[src/hw/rtl/aad_pkg.sv]
// shared types and constants for the area average downscaler
// no dependencies
package aad_pkg;

    localparam int unsigned CFG_W   = 10;
    localparam int unsigned TGT_W   = 8;
    localparam int unsigned CFG_IDX = 2;
    localparam int unsigned PIX_W   = 32;
    localparam int unsigned CH_W    = 8;
    localparam int unsigned NUM_CH  = 4;

    localparam logic [CFG_IDX-1:0] REG_SOURCE_WIDTH  = 2'd0;
    localparam logic [CFG_IDX-1:0] REG_SOURCE_HEIGHT = 2'd1;
    localparam logic [CFG_IDX-1:0] REG_TARGET_SIZE   = 2'd2;

    typedef enum logic [2:0] {
        ST_CLEAR,
        ST_RUN,
        ST_ADD,
        ST_DIVIDE,
        ST_OUT
    } aad_state_t;

endpackage

[src/hw/rtl/aad_divider.sv]
// restoring divider, one quotient bit per cycle, four channels in parallel
// depends on aad_pkg
module aad_divider #(
    parameter int unsigned WIDTH = 28
) (
    input  logic                                     clk,
    input  logic                                     rst_n,
    input  logic                                     start,
    input  logic [aad_pkg::NUM_CH*WIDTH-1:0]         dividend,
    input  logic [WIDTH-1:0]                         divisor,
    output logic                                     done,
    output logic [aad_pkg::NUM_CH*aad_pkg::CH_W-1:0] quotient
);
    import aad_pkg::*;

    localparam int unsigned CNT_W = $clog2(WIDTH + 1);

    logic [WIDTH-1:0] num_reg [NUM_CH];
    logic [WIDTH-1:0] num_next [NUM_CH];
    logic [WIDTH:0]   rem_reg [NUM_CH];
    logic [WIDTH:0]   rem_next [NUM_CH];
    logic [WIDTH-1:0] den_reg;
    logic [CNT_W-1:0] cnt_reg;
    logic [CNT_W-1:0] cnt_next;
    logic             busy_reg;
    logic             busy_next;

    always_comb
    begin
        logic [WIDTH:0] trial;
        trial     = '0;
        busy_next = busy_reg;
        cnt_next  = cnt_reg;
        for (int c = 0; c < NUM_CH; c++)
        begin
            num_next[c] = num_reg[c];
            rem_next[c] = rem_reg[c];
        end
        if (start)
        begin
            busy_next = 1'b1;
            cnt_next  = CNT_W'(WIDTH);
            for (int c = 0; c < NUM_CH; c++)
            begin
                num_next[c] = dividend[c*WIDTH +: WIDTH];
                rem_next[c] = '0;
            end
        end
        else if (busy_reg)
        begin
            for (int c = 0; c < NUM_CH; c++)
            begin
                trial = {rem_reg[c][WIDTH-1:0], num_reg[c][WIDTH-1]};
                if (trial >= {1'b0, den_reg})
                begin
                    rem_next[c] = trial - {1'b0, den_reg};
                    num_next[c] = {num_reg[c][WIDTH-2:0], 1'b1};
                end
                else
                begin
                    rem_next[c] = trial;
                    num_next[c] = {num_reg[c][WIDTH-2:0], 1'b0};
                end
            end
            cnt_next = cnt_reg - CNT_W'(1);
            if (cnt_reg == CNT_W'(1))
            begin
                busy_next = 1'b0;
            end
        end
    end

    always_ff @(posedge clk or negedge rst_n)
    begin
        if (!rst_n)
        begin
            busy_reg <= 1'b0;
            cnt_reg  <= '0;
        end
        else
        begin
            busy_reg <= busy_next;
            cnt_reg  <= cnt_next;
        end
    end

    always_ff @(posedge clk)
    begin
        if (start)
        begin
            den_reg <= divisor;
        end
        for (int c = 0; c < NUM_CH; c++)
        begin
            num_reg[c] <= num_next[c];
            rem_reg[c] <= rem_next[c];
        end
    end

    assign done = busy_reg && cnt_reg == CNT_W'(1);

    always_comb
    begin
        for (int c = 0; c < NUM_CH; c++)
        begin
            quotient[c*CH_W +: CH_W] = num_next[c][CH_W-1:0];
        end
    end
endmodule

[config.mk]
export PLATFORM = sky130hd
export DESIGN_NAME = aad_divider
export DESIGN_NICKNAME = d
export VERILOG_FILES = /design/src/hw/rtl/aad_pkg.sv /design/src/hw/rtl/aad_divider.sv
export SDC_FILE = /design/constraint.sdc
export NUM_CORES = 1
export LEC_CHECK = 0
export BUFFER_PORTS_ARGS = -buffer_cell sky130_fd_sc_hd__clkbuf_2
export CAP_MARGIN = 40
export CORE_ASPECT_RATIO = 0.9
export CORE_MARGIN = 3
export CORE_UTILIZATION = 24
export DETAILED_ROUTE_END_ITERATION = 8
export PLACE_DENSITY = 0.48
export SLEW_MARGIN = 10
export SYNTH_ARGS = -nofsm -noshare
export SYNTH_HDL_FRONTEND = slang
export SYNTH_SLANG_ARGS = --single-unit
[constraint.sdc]
create_clock -name clk -period 5.45 [get_ports clk]
set_clock_uncertainty 0.2 [all_clocks]
set_input_delay 0.8175 -clock clk [delete_from_list [all_inputs] [get_ports clk]]
set_output_delay 0.8175 -clock clk [all_outputs]
set_load 0.1 [all_outputs]
### After elaboration in Yosys (flattened, before gate mapping)

Memory sizes are Yosys's and may differ from the RTL's.
Cells that the tools add are included.
Widths: inputs -> output; s select.

* input port bits: 143
* bits in read-only memories: 0
* output and inout bits: 33
* word-level logic and storage cells: 34
* flip-flop bits (word level): 34
* bits in writable memories: 228
* memories kept: 2
* latch bits: 0

Memories
* rem_reg: words 4, bits a word 29, read ports 4, clocked after memory_dff 0, write ports 4, line aad_divider.sv:20 `logic [WIDTH:0] rem_reg [NUM_CH];`
* num_reg: words 4, bits a word 28, read ports 4, clocked after memory_dff 0, write ports 4, line aad_divider.sv:18 `logic [WIDTH-1:0] num_reg [NUM_CH];`

* equal/unequal tests: 1
* $mul: 0
* $lt $le $gt $ge: 4
* shifts and indexed selects: 0
* divide/modulo/power cells: 0
* reduce and logical (&&, ||, !) cells: 2
* muxes and demuxes: 17
* add/subtract/negate cells: 5
* bitwise logic cells: 0

Operators with widths (count)
* $mux 116: 2
* $mux 112: 2
* $ge 29x28->1: 4
* $mux 29: 4
* $sub 29x28->29: 4
* $mux 5: 2
* $mux 1: 7
* $eq 5x1->1 const B: 1
* $sub 5x1->5 const B: 1
* $reduce_bool 2->1: 1
* $logic_and 1x1->1: 1

### Depth between registers and ports, before layout

* depth in word-level cells: 4
* depth in mapped cells: 15
* depth with buffers taken out: 12

### Worst setup path after synthesis

No wires, ideal clock.

* path type: reg-to-output
* from: reg den_reg[1]
* to: out quotient[24] (netlist name)
* path buffers: 3
* data arrival time: 3.065 ns
* stages on the path, launching flop included: 15
* slack: 1.368 ns
* required time: 4.433 ns
* path through: edfxtp_1 -> inv_1 -> ha_1 -> nor2b_1 -> o31a_1 -> o31ai_1 -> a31oi_1 -> o21ai_1 -> nand4_2 -> and2_1 -> buf_4 -> buf_4 -> mux2i_1 -> o21ai_1 -> buf_4

RTL lines
* from (decl): line aad_divider.sv:22 `logic [WIDTH-1:0] den_reg;`
* from (signal assigned): line aad_divider.sv:91 `den_reg <= divisor;`
* to (decl): line aad_divider.sv:12 `output logic [aad_pkg::NUM_CH*aad_pkg::CH_W-1:0] quotient`

### Worst setup path in the final report

* from: reg den_reg[1]
* to: out quotient[24] (netlist name)

* longest elaborated chain between the ends: 4

Ends and longest elaborated chain
* $ge 29x28->1: line aad_divider.sv:54 `if (trial >= {1'b0, den_reg})`
* $mux 1: line aad_divider.sv:54
* $mux 112: line aad_divider.sv:49 `else if (busy_reg)`
* $mux 112: line aad_divider.sv:39 `if (start)`

No other way between the ends.

==> impl_metrics.yaml <==
layout:
  utilization_pct: 28.3
  diodes: 0
  syn2layout_area_growth_pct: 16.1
  post_layout_nonfiller_instances: 2774
  layout-drive-gt1-share_pct: 14.2
  layout.nets: 2135
detailed_routing:
  wl_per_cell_um: 17.9
  drtIter0Drc: 894
  routed_wl_mm: 49.6
  num_vias: 13700
  viasPerCell: 4.95
  drc: 0
  drtPass1Iterations: 5
  ant_nets: 0
global_routing:
  overflow: 0
  grt_usage_pct: 13.5
  grt_max_degree: 144
  grt_pass1_vias: 13700
  grt_pass1_wl_mm: 77.1
  antenna_found_initial: 0
yosys:
  syn_inst: 1769
  ys_seq_elements: 258
  synth_area_per_cell_um2: 9.32
  synth_ff_type: "dfxtp_1"
  synth.most_common_cell: "nor2_1"
  seq_area_frac_synth_pct: 38.1
  yosys-top-cells-count: "nor2_1, dfxtp_1, nand2_1, a21oi_1, ha_1"
  synth_fp_nets: 2030
  yosysTopAreaCellShare_pct: 19.7
  ys_warn_count: 0
  syn_area_mm2: 0.0165
  yosys.area.top_type: "edfxtp_1"
  synth.area.top_cells: "edfxtp_1, dfxtp_1, ha_1, mux2i_1, a22o_1"
  synth_edf_count: 108
  synthArstFlopShare_pct: 2.33
  yosysUniqueCellTypes: 80
cts:
  cts_setup_buffers: 0
  htreeDepth: 2
  cts_buffers: 35
  worstSkewPairLatency_ns: 0.55
  clock_sinks: 258
  clk_path_buf_depth: 3
  ctsRootBufferMaster: "clkbuf_16"
  clk_pin_slew_ns: 0.06
  cts_tree: "built"
critical_path:
  cp_data_arrival_time_ns: 3.99
  r2r-start: "den_reg[1]"
  reg2reg_depth: 12
  required_ns: 4.43
  crit_fanout: 5
  cp-startpoint: "den_reg[1]"
  timing.critical_path.from_type: "register"
  reg2reg_to: "rem_reg[2][12]"
  end_kind: "output pin"
  crit_end: "quotient[24]"
  crit_type: "register to output pin"
  r2r_slack_ns: 1.39
placement:
  dp_cells: 2710
  hpwlAfterDp_mm: 35.3
  gp_congestion: 0.879
  pre_cts_ws_ns: 1.02
  place.port_buffers: 175
worst_hold_path:
  hold_path.class: "input port to register"
sta:
  worst_pin_slew_ns: 0.883
  fin_crit_sh_pct: 91.8
  min_period_ns: 5.01
  relSlewSlack_pct: 41.1
  whs_ns: 0.240
  setup_tns_ns: 0
  slew_violations: 0
  rsz0062_at_grt: "false"
  report.final.setup_viol: 0
  fin_ws_ns: 0.444
  clock.fmax_mhz: 200
  finalHoldViolCount: 0
job:
  maxCapViolations: 0
die:
  num_io_pins: 176
  die_w_um: 282
  start_util_pct: 24.4
  num_rows: 90
  die-area_mm2: 0.0719
  core_area_mm2: 0.0676
  die_y_um: 255
power_and_ir_drop:
  irDropWorstVdd_uv: 254
  p_leak_nw: 8.44
  p_per_area_mw_per_mm2: 361
status:
  outcome: "finished clean"
## timing repair
| item | in CTS | in global routing |
|---|---|---|
| endpoints found under the hold margin | 6 | 0 |
| resized for setup | 0 | 0 |
| hold buffers | 1 | 0 |
## worst min path at each step
stage	start	to	slack, ns	cells after the start
2_1_floorplan	rem_reg[0][2]	rem_reg[0][2]	0.24	2
3_3_place_gp	rem_reg[1][5]	rem_reg[1][5]	0.26	2
3_5_place_dp	rem_reg[3][26]	rem_reg[3][26]	0.26	2
4_1_cts	divisor[19]	den_reg[19]	0.20	1
5_1_grt	divisor[19]	den_reg[19]	0.21	1
6_report	divisor[19]	den_reg[19]	0.24	1
## placed cells by master (no fill, tap or decap), types with 12 or more instances in the layout
master | synthesis | routed
inv_1 | 51 | 50
dfxtp_1 | 144 | 144
xnor2_1 | 59 | 59
buf_4 | 37 | 15
nand2b_1 | 26 | 26
nand2_1 | 132 | 132
nor3_1 | 29 | 29
o21bai_1 | 15 | 15
a21o_1 | 55 | 55
o21ai_1 | 32 | 32
and3_1 | 16 | 16
nand3_1 | 24 | 24
clkbuf_2 | 0 | 171
or3_1 | 12 | 12
edfxtp_1 | 108 | 108
a31oi_1 | 15 | 15
o21a_1 | 13 | 13
nor2_1 | 145 | 143
clkbuf_16 | 0 | 35
a211oi_1 | 63 | 63
mux2i_1 | 85 | 85
o21ai_0 | 79 | 79
a22o_1 | 86 | 86
ha_1 | 114 | 114
nor2b_1 | 17 | 17
a21oi_1 | 125 | 125
xor2_1 | 31 | 31
## kinds of logic (layout without fill, tap and decap cells)
kind of cell	after synthesis	in the layout	share of synthesized area, %
compound gates	579	579	24.4
simple gates	462	462	13.3
flops	258	258	38.1
buf+inv	176	307	5.13
fa+ha+maj	118	118	9.14
xor+xnor	90	90	4.78
mux	86	86	5.23
## final cells by class
type / instances / area, µm²
tap: 874 / 1090
fill: 7185 / 48400
multi-input combinational: 1335 / 9380
timing repair buffer: 192 / 1070
clock buffer: 38 / 887
inverter: 52 / 196
clock inverter: 25 / 223
sequential: 258 / 6280
## metrics by stage
step / cell area, µm² / power [mW]
after floorplan: 16500 / 4.22
after global placement: 18000 / 4.67
after detailed placement: 18000 / 4.70
after CTS: 19100 / 7.01
after global routing: 19100 / 7.34
final: 19100 / 6.91
## critical path: stages, from the launching register on
cell      delay [ns]
edfxtp_1        0.55
inv_1           0.23
ha_1            0.35
nor2b_1         0.15
o31a_1          0.30
o31ai_1         0.31
a31oi_1         0.23
o21ai_1         0.33
nand4_2         0.19
and2_1          0.27
mux2i_1         0.16
o21ai_1         0.12
buf_12          0.23
## where the power goes
group | switching (mW) | total, mW | internal, mW
Clock | 0.949 | 2.24 | 1.29
Sequential | 0.157 | 2.41 | 2.25
Combinational | 1.35 | 2.26 | 0.905
Total | 2.46 | 6.91 | 4.45
## metal layers
metal	part of all wire, %	wire length (µm)	vias to the layer above	global-route usage [%]
li1	-	-	6792	-
met1	46	22600	6521	17.5
met2	47	23300	320	22.8
met3	4.3	2150	100	2.25
met4	3.1	1520	0	4.76
met5	0	0	-	0
(Power assumes the default switching activity.)
